$ cat src/hdl/pts_pkg.sv
`default_nettype none
package pts_pkg;

  typedef enum logic [2:0] {
    ACT_CREATE  = 3'd0,
    ACT_TICK    = 3'd1,
    ACT_DELAY   = 3'd2,
    ACT_BLOCK   = 3'd3,
    ACT_UNBLOCK = 3'd4,
    ACT_PAUSE   = 3'd5,
    ACT_RESUME  = 3'd6
  } action_t;

  typedef enum logic [1:0] {
    KIND_NONE     = 2'd0,
    KIND_TIMED    = 2'd1,
    KIND_RESOURCE = 2'd2
  } kind_t;

  typedef enum logic [1:0] {
    CFG_TICK_PERIOD  = 2'd0,
    CFG_SCHED_ENABLE = 2'd1,
    CFG_TOP_PRIORITY = 2'd2
  } cfg_idx_t;

  typedef enum logic [2:0] {
    ST_IDLE,
    ST_TIMEOUT,
    ST_UNBLOCK,
    ST_WAKE,
    ST_PASS,
    ST_DONE
  } state_t;

  localparam int unsigned MIN_STACK_WORDS = 64;

endpackage
`default_nettype wire

$ cat src/hdl/pts_slot_table.sv
`default_nettype none
module pts_slot_table #(
  parameter int MAX_TASKS = 16,
  parameter int PRIO_BITS = 3,
  localparam int SW = $clog2(MAX_TASKS)
) (
  input  wire logic                 clk,
  input  wire logic                 rst_n,
  input  wire logic [SW-1:0]        rd_slot,
  output logic      [PRIO_BITS-1:0] rd_prio,
  output pts_pkg::kind_t            rd_kind,
  output logic      [7:0]           rd_res,
  output logic                      rd_paused,
  output logic      [31:0]          rd_wait,
  input  wire logic [SW-1:0]        cur_slot,
  output logic                      cur_ready,
  output logic      [PRIO_BITS-1:0] cur_prio,
  input  wire logic                 wr_en,
  input  wire logic [SW-1:0]        wr_slot,
  input  wire logic [PRIO_BITS-1:0] wr_prio,
  input  wire pts_pkg::kind_t       wr_kind,
  input  wire logic [7:0]           wr_res,
  input  wire logic                 wr_paused,
  input  wire logic [31:0]          wr_wait
);

  logic [PRIO_BITS-1:0] prio_r   [MAX_TASKS];
  pts_pkg::kind_t       kind_r   [MAX_TASKS];
  logic [7:0]           res_r    [MAX_TASKS];
  logic                 paused_r [MAX_TASKS];
  logic [31:0]          wait_r   [MAX_TASKS];

  always_ff @(posedge clk) begin
    if (!rst_n) begin
      for (int i = 0; i < MAX_TASKS; i++) begin
        prio_r[i]   <= '0;
        kind_r[i]   <= pts_pkg::KIND_NONE;
        res_r[i]    <= '0;
        paused_r[i] <= 1'b0;
        wait_r[i]   <= '0;
      end
    end else if (wr_en) begin
      prio_r[wr_slot]   <= wr_prio;
      kind_r[wr_slot]   <= wr_kind;
      res_r[wr_slot]    <= wr_res;
      paused_r[wr_slot] <= wr_paused;
      wait_r[wr_slot]   <= wr_wait;
    end
  end

  assign rd_prio   = prio_r[rd_slot];
  assign rd_kind   = kind_r[rd_slot];
  assign rd_res    = res_r[rd_slot];
  assign rd_paused = paused_r[rd_slot];
  assign rd_wait   = wait_r[rd_slot];
  assign cur_ready = (kind_r[cur_slot] == pts_pkg::KIND_NONE) && !paused_r[cur_slot];
  assign cur_prio  = prio_r[cur_slot];

endmodule
`default_nettype wire

$ cat src/hdl/priority_task_scheduler.sv
`default_nettype none
// Each action is one transaction. Create, resume, pause of a slot that is not running, a tick
// without a scheduling pass and an error go straight to the result; delay, block and pause of
// the running slot run a scheduling pass over the slots in use; a tick may sweep timeouts and
// then schedule; unblock searches for the waiter and wakes it, then runs a pass when the
// woken task outranks the running one. One slot a cycle goes through a single table read
// port. The block takes no new action until the result has been taken, so the next
// transaction can be accepted in the cycle after that.
module priority_task_scheduler #(
  parameter int MAX_TASKS = 16,
  parameter int PRIO_BITS = 3
) (
  input  wire logic        clk,
  input  wire logic        rst_n,
  input  wire logic        in_valid,
  output logic             in_ready,
  input  wire logic [2:0]  in_action,
  input  wire logic [3:0]  in_task_slot,
  input  wire logic [2:0]  in_new_priority,
  input  wire logic [15:0] in_stack_words,
  input  wire logic [31:0] in_delay_ticks,
  input  wire logic [7:0]  in_resource_id,
  output logic             out_valid,
  input  wire logic        out_ready,
  output logic             out_status,
  output logic             out_switched,
  output logic [3:0]       out_running_slot,
  output logic [3:0]       out_affected_slot,
  output logic             out_woke,
  input  wire logic        cfg_valid,
  output logic             cfg_ready,
  input  wire logic [1:0]  cfg_index,
  input  wire logic [15:0] cfg_data
);

  localparam int SW = $clog2(MAX_TASKS);
  localparam int CW = $clog2(MAX_TASKS + 1);

  pts_pkg::state_t state_r, state_nxt;
  logic [15:0] tick_period_r;
  logic        sched_enable_r;
  logic [2:0]  top_priority_r;
  logic [15:0] tick_count_r, tick_count_nxt;
  logic [SW-1:0] cur_r, cur_nxt;
  logic [CW-1:0] used_r, used_nxt;
  logic [SW-1:0] idx_r, idx_nxt;
  logic [CW-1:0] cnt_r, cnt_nxt;
  logic [SW-1:0] best_r, best_nxt;
  logic [PRIO_BITS-1:0] bprio_r, bprio_nxt;
  logic          found_r, found_nxt;
  logic          full_r, full_nxt;
  logic [7:0]    res_r;
  logic          status_r, status_nxt, switched_r, switched_nxt, woke_r, woke_nxt;
  logic [SW-1:0] aff_r, aff_nxt;
  logic          out_valid_r, out_valid_nxt;

  logic [SW-1:0]        rd_slot;
  logic [PRIO_BITS-1:0] rd_prio, cur_prio;
  pts_pkg::kind_t       rd_kind;
  logic [7:0]           rd_res;
  logic                 rd_paused, cur_ready;
  logic [31:0]          rd_wait;
  logic                 wr_en;
  logic [SW-1:0]        wr_slot;
  logic [PRIO_BITS-1:0] wr_prio;
  pts_pkg::kind_t       wr_kind;
  logic [7:0]           wr_res;
  logic                 wr_paused;
  logic [31:0]          wr_wait;

  logic [CW-1:0]        next_idx;
  logic                 rd_ready;
  logic [SW-1:0]        ts;

  pts_slot_table #(.MAX_TASKS(MAX_TASKS), .PRIO_BITS(PRIO_BITS)) u_table (
    .clk, .rst_n, .rd_slot, .rd_prio, .rd_kind, .rd_res, .rd_paused, .rd_wait,
    .cur_slot(cur_r), .cur_ready, .cur_prio,
    .wr_en, .wr_slot, .wr_prio, .wr_kind, .wr_res, .wr_paused, .wr_wait
  );

  assign in_ready  = (state_r == pts_pkg::ST_IDLE) && !out_valid_r;
  assign cfg_ready = 1'b1;
  assign out_valid = out_valid_r;
  assign out_status = status_r;
  assign out_switched = switched_r;
  assign out_running_slot = 4'(cur_r);
  assign out_affected_slot = 4'(aff_r);
  assign out_woke = woke_r;

  always_ff @(posedge clk) begin
    if (!rst_n) begin
      tick_period_r  <= 16'd1;
      sched_enable_r <= 1'b0;
      top_priority_r <= 3'd3;
    end else if (cfg_valid) begin
      case (pts_pkg::cfg_idx_t'(cfg_index))
        pts_pkg::CFG_TICK_PERIOD:  tick_period_r  <= cfg_data;
        pts_pkg::CFG_SCHED_ENABLE: sched_enable_r <= cfg_data[0];
        pts_pkg::CFG_TOP_PRIORITY: top_priority_r <= cfg_data[2:0];
        default: ;
      endcase
    end
  end

  always_ff @(posedge clk) begin
    if (!rst_n) begin
      state_r      <= pts_pkg::ST_IDLE;
      tick_count_r <= '0;
      cur_r        <= '0;
      used_r       <= CW'(1);
      out_valid_r  <= 1'b0;
    end else begin
      state_r      <= state_nxt;
      tick_count_r <= tick_count_nxt;
      cur_r        <= cur_nxt;
      used_r       <= used_nxt;
      out_valid_r  <= out_valid_nxt;
    end
  end

  always_ff @(posedge clk) begin
    idx_r <= idx_nxt;
    cnt_r <= cnt_nxt;
    best_r <= best_nxt;
    bprio_r <= bprio_nxt;
    found_r <= found_nxt;
    full_r <= full_nxt;
    status_r <= status_nxt;
    switched_r <= switched_nxt;
    woke_r <= woke_nxt;
    aff_r <= aff_nxt;
    if (in_valid && in_ready) res_r <= in_resource_id;
  end

  assign next_idx = (CW'(idx_r) + CW'(1) >= used_r) ? '0 : CW'(idx_r) + CW'(1);
  assign rd_ready = (rd_kind == pts_pkg::KIND_NONE) && !rd_paused;
  assign ts = in_task_slot[SW-1:0];

  always_comb begin
    state_nxt = state_r;
    tick_count_nxt = tick_count_r;
    cur_nxt = cur_r;
    used_nxt = used_r;
    out_valid_nxt = out_valid_r && !out_ready;
    idx_nxt = idx_r;
    cnt_nxt = cnt_r;
    best_nxt = best_r;
    bprio_nxt = bprio_r;
    found_nxt = found_r;
    full_nxt = full_r;
    status_nxt = status_r;
    switched_nxt = switched_r;
    woke_nxt = woke_r;
    aff_nxt = aff_r;
    rd_slot = idx_r;
    wr_en = 1'b0;
    wr_slot = idx_r;
    wr_prio = rd_prio;
    wr_kind = rd_kind;
    wr_res = rd_res;
    wr_paused = rd_paused;
    wr_wait = rd_wait;
    case (state_r)
      pts_pkg::ST_IDLE: begin
        if (in_valid && in_ready) begin
          status_nxt = 1'b0;
          switched_nxt = 1'b0;
          woke_nxt = 1'b0;
          aff_nxt = '0;
          state_nxt = pts_pkg::ST_DONE;
          rd_slot = ts;
          case (pts_pkg::action_t'(in_action))
            pts_pkg::ACT_CREATE: begin
              if (in_stack_words < 16'(pts_pkg::MIN_STACK_WORDS) ||
                  in_new_priority > top_priority_r || used_r >= CW'(MAX_TASKS)) begin
                status_nxt = 1'b1;
              end else begin
                wr_en = 1'b1;
                wr_slot = used_r[SW-1:0];
                wr_prio = PRIO_BITS'(in_new_priority);
                wr_kind = pts_pkg::KIND_NONE;
                wr_res = '0;
                wr_paused = 1'b0;
                wr_wait = '0;
                aff_nxt = used_r[SW-1:0];
                used_nxt = used_r + CW'(1);
              end
            end
            pts_pkg::ACT_TICK: begin
              tick_count_nxt = (tick_count_r != 16'hFFFF) ? tick_count_r + 16'd1 : tick_count_r;
              if (tick_count_nxt >= tick_period_r && sched_enable_r) begin
                tick_count_nxt = '0;
                switched_nxt = 1'b1;
                idx_nxt = '0;
                cnt_nxt = '0;
                state_nxt = pts_pkg::ST_TIMEOUT;
              end
            end
            pts_pkg::ACT_DELAY, pts_pkg::ACT_BLOCK: begin
              rd_slot = cur_r;
              wr_en = 1'b1;
              wr_slot = cur_r;
              if (pts_pkg::action_t'(in_action) == pts_pkg::ACT_DELAY) begin
                wr_kind = pts_pkg::KIND_TIMED;
                wr_wait = (in_delay_ticks == '0) ? 32'd1 : in_delay_ticks;
              end else begin
                wr_kind = pts_pkg::KIND_RESOURCE;
                wr_res = in_resource_id;
              end
              switched_nxt = 1'b1;
              state_nxt = pts_pkg::ST_PASS;
              idx_nxt = '0;
              cnt_nxt = '0;
            end
            pts_pkg::ACT_UNBLOCK: begin
              found_nxt = 1'b0;
              best_nxt = '0;
              cnt_nxt = '0;
              idx_nxt = (CW'(cur_r) + CW'(1) >= used_r) ? '0 : SW'(CW'(cur_r) + CW'(1));
              state_nxt = pts_pkg::ST_UNBLOCK;
            end
            pts_pkg::ACT_PAUSE: begin
              if (CW'(ts) >= used_r || int'(in_task_slot) >= MAX_TASKS || rd_paused) begin
                status_nxt = 1'b1;
              end else begin
                wr_en = 1'b1;
                wr_slot = ts;
                wr_paused = 1'b1;
                if (ts == cur_r) begin
                  switched_nxt = 1'b1;
                  state_nxt = pts_pkg::ST_PASS;
                  idx_nxt = '0;
                  cnt_nxt = '0;
                end
              end
            end
            pts_pkg::ACT_RESUME: begin
              if (CW'(ts) >= used_r || int'(in_task_slot) >= MAX_TASKS || !rd_paused) begin
                status_nxt = 1'b1;
              end else begin
                wr_en = 1'b1;
                wr_slot = ts;
                wr_paused = 1'b0;
              end
            end
            default: status_nxt = 1'b1;
          endcase
        end
      end
      pts_pkg::ST_TIMEOUT: begin
        if (idx_r != cur_r && rd_kind == pts_pkg::KIND_TIMED && !rd_paused &&
            rd_wait != '0) begin
          wr_en = 1'b1;
          wr_wait = rd_wait - 32'd1;
          if (rd_wait == 32'd1) wr_kind = pts_pkg::KIND_NONE;
        end
        if (CW'(idx_r) + CW'(1) >= used_r) begin
          idx_nxt = '0;
          cnt_nxt = '0;
          state_nxt = pts_pkg::ST_PASS;
        end else begin
          idx_nxt = idx_r + SW'(1);
        end
      end
      pts_pkg::ST_UNBLOCK: begin
        if (rd_kind == pts_pkg::KIND_RESOURCE && rd_res == res_r &&
            (!found_r || rd_prio > bprio_r)) begin
          found_nxt = 1'b1;
          best_nxt = idx_r;
          bprio_nxt = rd_prio;
        end
        idx_nxt = next_idx[SW-1:0];
        cnt_nxt = cnt_r + CW'(1);
        if (cnt_r + CW'(1) >= used_r) state_nxt = pts_pkg::ST_WAKE;
      end
      pts_pkg::ST_WAKE: begin
        rd_slot = best_r;
        if (found_r) begin
          wr_en = 1'b1;
          wr_slot = best_r;
          wr_kind = pts_pkg::KIND_NONE;
          woke_nxt = 1'b1;
          aff_nxt = best_r;
          if (bprio_r > cur_prio) begin
            switched_nxt = 1'b1;
            idx_nxt = '0;
            cnt_nxt = '0;
            state_nxt = pts_pkg::ST_PASS;
          end else begin
            state_nxt = pts_pkg::ST_DONE;
          end
        end else begin
          state_nxt = pts_pkg::ST_DONE;
        end
      end
      pts_pkg::ST_PASS: begin
        // The first cycle latches the start slot; later cycles scan the ring.
        if (cnt_r == '0) begin
          full_nxt = !cur_ready;
          best_nxt = cur_ready ? cur_r : '0;
          bprio_nxt = cur_ready ? cur_prio : '0;
          rd_slot = best_nxt;
          idx_nxt = cur_ready ? cur_r : '0;
          cnt_nxt = CW'(1);
          if (used_r == CW'(1)) begin
            cur_nxt = best_nxt;
            state_nxt = pts_pkg::ST_DONE;
          end
        end else begin
          rd_slot = full_r ? SW'(cnt_r) : next_idx[SW-1:0];
          if (rd_ready && rd_prio >= bprio_r) begin
            best_nxt = rd_slot;
            bprio_nxt = rd_prio;
          end
          idx_nxt = rd_slot;
          cnt_nxt = cnt_r + CW'(1);
          if (cnt_r + CW'(1) >= used_r) begin
            cur_nxt = best_nxt;
            state_nxt = pts_pkg::ST_DONE;
          end
        end
      end
      pts_pkg::ST_DONE: begin
        out_valid_nxt = 1'b1;
        state_nxt = pts_pkg::ST_IDLE;
      end
      default: state_nxt = pts_pkg::ST_IDLE;
    endcase
  end

`ifndef SYNTH
  a_no_accept_busy: assert property (@(posedge clk) disable iff (!rst_n)
    (state_r != pts_pkg::ST_IDLE) |-> !in_ready) else $error("accept while busy");
  a_used_range: assert property (@(posedge clk) disable iff (!rst_n)
    (used_r >= CW'(1)) && (used_r <= CW'(MAX_TASKS))) else $error("slot count out of range");
  a_cur_in_use: assert property (@(posedge clk) disable iff (!rst_n)
    CW'(cur_r) < used_r) else $error("running slot not in use");
  a_done_then_valid: assert property (@(posedge clk) disable iff (!rst_n)
    (state_r == pts_pkg::ST_DONE) |=> out_valid) else $error("result lost");
`endif

endmodule
`default_nettype wire
$ cat config.mk
export PLATFORM = sky130hd
export DESIGN_NAME = priority_task_scheduler
export DESIGN_NICKNAME = d
export VERILOG_FILES = /design/src/hdl/pts_pkg.sv /design/src/hdl/pts_slot_table.sv /design/src/hdl/priority_task_scheduler.sv
export SDC_FILE = /design/constraint.sdc
export NUM_CORES = 2
export LEC_CHECK = 0
export BUFFER_PORTS_ARGS = -buffer_cell sky130_fd_sc_hd__buf_4
export CAP_MARGIN = 10
export CORE_MARGIN = 2
export CORE_UTILIZATION = 44
export CTS_BUF_LIST = sky130_fd_sc_hd__clkbuf_4 sky130_fd_sc_hd__clkbuf_8
export DETAILED_ROUTE_END_ITERATION = 12
export GPL_TIMING_DRIVEN = 0
export HOLD_SLACK_MARGIN = 0.08
export PLACE_DENSITY = 0.58
export SYNTH_ARGS = -nofsm -noshare
export SYNTH_HDL_FRONTEND = slang
export SYNTH_SLANG_ARGS = --single-unit
$ cat constraint.sdc
create_clock -name clk -period 7.8 [get_ports clk]
set_input_delay 0.39 -clock clk [delete_from_list [all_inputs] [get_ports clk]]
set_output_delay 0.39 -clock clk [all_outputs]
set_load 0.005 [all_outputs]
==> flow_summary.json <==
{
  "cts_root_buffer": "clkbuf_8",
  "yosys-top-cells-area": "edfxtp_1 54%, nor2_1 6.7%, nand2_1 4.5%",
  "grt_max_degree": 45,
  "syn_avg_cell_area_sq_um": 10.5,
  "synth_nets": 4102,
  "finalWorstSetupSlack_ns": -0.0453,
  "p_int_mw": 11.7,
  "antenna_found_initial": 7,
  "startpoint_type": "flip-flop",
  "viasPerCell": 6.34,
  "cts_buffer_depth": 3,
  "pwr-share-seq_pct": 21.6,
  "power.leakage_nw": 18.5,
  "relSlewSlack_pct": 16.4,
  "path_class": "reg2reg",
  "fin_skew_ns": 0.0604,
  "cts_tree": "built",
  "wl_per_cell_um": 32.1,
  "final_util_pct": 53.0,
  "cpMostUsedCell": "buf_4",
  "overflow": 0,
  "cap_violations": 0,
  "reg2reg_slack_ns": -0.05,
  "die_x_um": 312,
  "synth_commonest_cells": "753 x edfxtp_1, 741 x nor2_1, 501 x nand2_1",
  "fin_crit_sh_pct": 101,
  "synth_largest_area_cell": "edfxtp_1",
  "cp_max_fo": 10,
  "power_density_nw_per_um2": 498,
  "worst_r2r_path_depth": 22,
  "critPathMaxStageDelay_ns": 0.85,
  "holdPathStages": 5,
  "r2r-end": "u_table.wait_r[7][16]",
  "violations": "setup timing",
  "slowest_stage": "buf_1",
  "worstSkewPairLatency_ns": 0.88,
  "tns_ns": -0.0453,
  "fin_area_sq_um": 49600,
  "fmax_mhz": 127,
  "row_count": 112,
  "layout_min_cycle_time_ns": 7.85,
  "numCtsBuffers": 145,
  "grt_usage_pct": 36.4,
  "ys_async_sr_fraction_pct": 0,
  "status": "complete, but fails checks",
  "yosysWarnings": 0,
  "cp_top_family": "simple AND/OR/NAND/NOR gates",
  "worstMarginPinSlew_ns": 1.24,
  "drc_errors": 0,
  "ys_seq_area_share_pct": 57.6,
  "multi_input_area_sq_um": 16500,
  "drive_above_1_share_pct": 17.3,
  "synth_most_common_cell": "edfxtp_1",
  "critical_path_buf_inv_count": 8,
  "worst-path-stages": 22,
  "min_from": "in_delay_ticks[14]",
  "worst_hold_path.endpoint": "u_table.wait_r[12][14]",
  "h-tree-depth": 4,
  "critPathArrivalTime_ns": 8.41,
  "synthDistinctLibCells": 97,
  "drtIter0Drc": 5694,
  "drv_slew": 0,
  "hpwl_mm": 118,
  "die_h_um": 312,
  "synth_top_cell_area_share_pct": 54.3,
  "core_area_sq_um": 93600,
  "nets": 4476,
  "grt_pass1_wl_mm": 250,
  "power_frac_comb_pct": 62.0,
  "grt_pass1_vias": 33900,
  "via_count": 36100,
  "path_clk_slew_ns": 0.06,
  "hp-class": "in2reg",
  "antenna_violating_nets_post_route": 0,
  "fillers": 8382,
  "io_buffers": 93,
  "synth_edf_count": 753,
  "crit_chain": "inv_1 -> nor4_1 -> nor3_1 -> o221ai_2 -> nand3_4 -> buf_12 -> buf_4 -> nand3_2 -> buf_2 -> o22ai_1 -> or4_1 -> clkbuf_1 -> nor4_2 -> nand2_1 -> nor4_4 -> buf_6 -> a21oi_4 -> a31o_4 -> nand4_1 -> buf_4 -> buf_1 -> nor2_1",
  "seq_area_sq_um": 24000,
  "routed_wl_mm": 183,
  "placed_area_sq_um": 44700,
  "synthCells": 3959,
  "worst_ep_required_time_ns": 8.37,
  "start_util_pct": 44.5,
  "worst_ir_drop_vdd_mv": 0.269,
  "io_pins": 103,
  "sw_frac_of_total_pct": 52.7,
  "end_kind": "flip-flop",
  "die_area_sq_um": 97200,
  "ys_seq_elements": 822,
  "cts_sinks": 822,
  "netlist_area_sq_um": 41700,
  "yosys_most_used_dff": "edfxtp_1",
  "hold_viol_final": 0,
  "power.net_switching_mw": 13.0,
  "setup_viol": 1,
  "power_frac_clock_pct": 16.4,
  "whs_ns": 0.126,
  "area_growth_pct": 19.0,
  "first_pass_iters": 6,
  "routabilityCongestion": 0.981
}
-- flip-flops by register name, indices dropped and copies added, names as in the netlist, 8 cells and up, named ones only --
signal            flops
u_table.prio_r       48
res_r                 8
u_table.wait_r      512
u_table.res_r       128
u_table.paused_r     16
tick_period_r        16
tick_count_r         16
u_table.kind_r       32
-- through the flow --
step | power, mW | instances | worst slack, ns
floorplan | 13.3 | 3959 | 0.861
global placement | 18.8 | 5306 | -4.90
detailed placement | 19.0 | 5340 | -2.62
CTS | 23.4 | 5668 | 0.00739
global route | 25.3 | 5695 | -0.0202
finish | 24.7 | 5696 | -0.0453
-- worst register-to-register path, delay by kind of cell, from the launching register on --
family | cells | cell delay [ns]
simple gates | 10 | 3.08
flops | 1 | 0.52
buf+inv | 8 | 2.80
compound gates | 4 | 1.17
-- power by group through the flow --
| stage | Combinational, mW | Clock [mW] | Sequential (mW) |
|---|---|---|---|
| after global routing | 15.7 | 4.20 | 5.36 |
| after CTS | 14.1 | 4.03 | 5.33 |
| after floorplan | 7.98 | 0 | 5.36 |
| after global placement | 13.4 | 0 | 5.43 |
| final | 15.3 | 4.05 | 5.33 |
| after detailed placement | 13.6 | 0 | 5.41 |
-- final cells by class --
type                    count  area share [%]
flip-flops and latches    822            48.4
diodes                      2          0.0101
clock buffers             215            5.21
repair buffers            231            5.27
multi-input cells        2736            33.3
well taps                1254            3.16
inverters                  73           0.555
plain buffers             324            3.64
clock inverters            39           0.487
-- layer usage --
metal	global-route usage, %	vias up	wire length [um]	part of all wire (%)
met4	19.6	4	12100	6.6
met1	48.3	17400	67500	37
met5	0.0494	-	23	0.013
li1	-	15100	-	-
met3	11.7	690	27100	15
met2	52.9	2929	76200	42
-- worst max-delay path by stage --
stage                          start                     to
after CTS                   idx_r[0]  u_table.wait_r[10][6]
after global placement    state_r[0]  u_table.wait_r[7][13]
after global routing      state_r[0]   u_table.kind_r[8][0]
after detailed placement    idx_r[2]  u_table.wait_r[14][6]
final                      flip-flop  u_table.wait_r[7][16]
after floorplan             idx_r[2]   u_table.kind_r[0][0]
-- logic make-up after synthesis --
family,share of synthesized area (%)
xor gates and xnor gates,1.11
DFF,57.6
other,0.00900
adders and majority gates,1.62
muxes,6.00
buffers and inverters,4.19
and+or+nand+nor,19.6
AOI/OAI and AO/OA,9.90
-- cells in the final DEF, fill, tap and decap left out, types with 50 or more instances in the layout --
cell type	Yosys	routed
a21oi_1	144	138
buf_2	114	66
buf_4	13	182
clkbuf_1	156	122
clkbuf_4	0	85
clkbuf_8	0	155
dfxtp_1	69	69
edfxtp_1	753	753
ha_1	54	54
inv_1	71	71
mux2i_1	181	181
nand2_1	501	482
nand3_1	198	192
nand4_1	64	64
nor2_1	741	738
nor2b_1	100	100
o21ai_0	52	50
o22ai_1	70	70
-- timing repair --
action	4_1_cts	5_1_grt
hold endpoints to repair	58	0
setup buffers	28	18
resized for setup	148	106
pin swaps	6	11
gates cloned	12	7
endpoints found under the setup margin	1476	1239
hold buffers	39	0
Power figures use the tool's default switching activity.
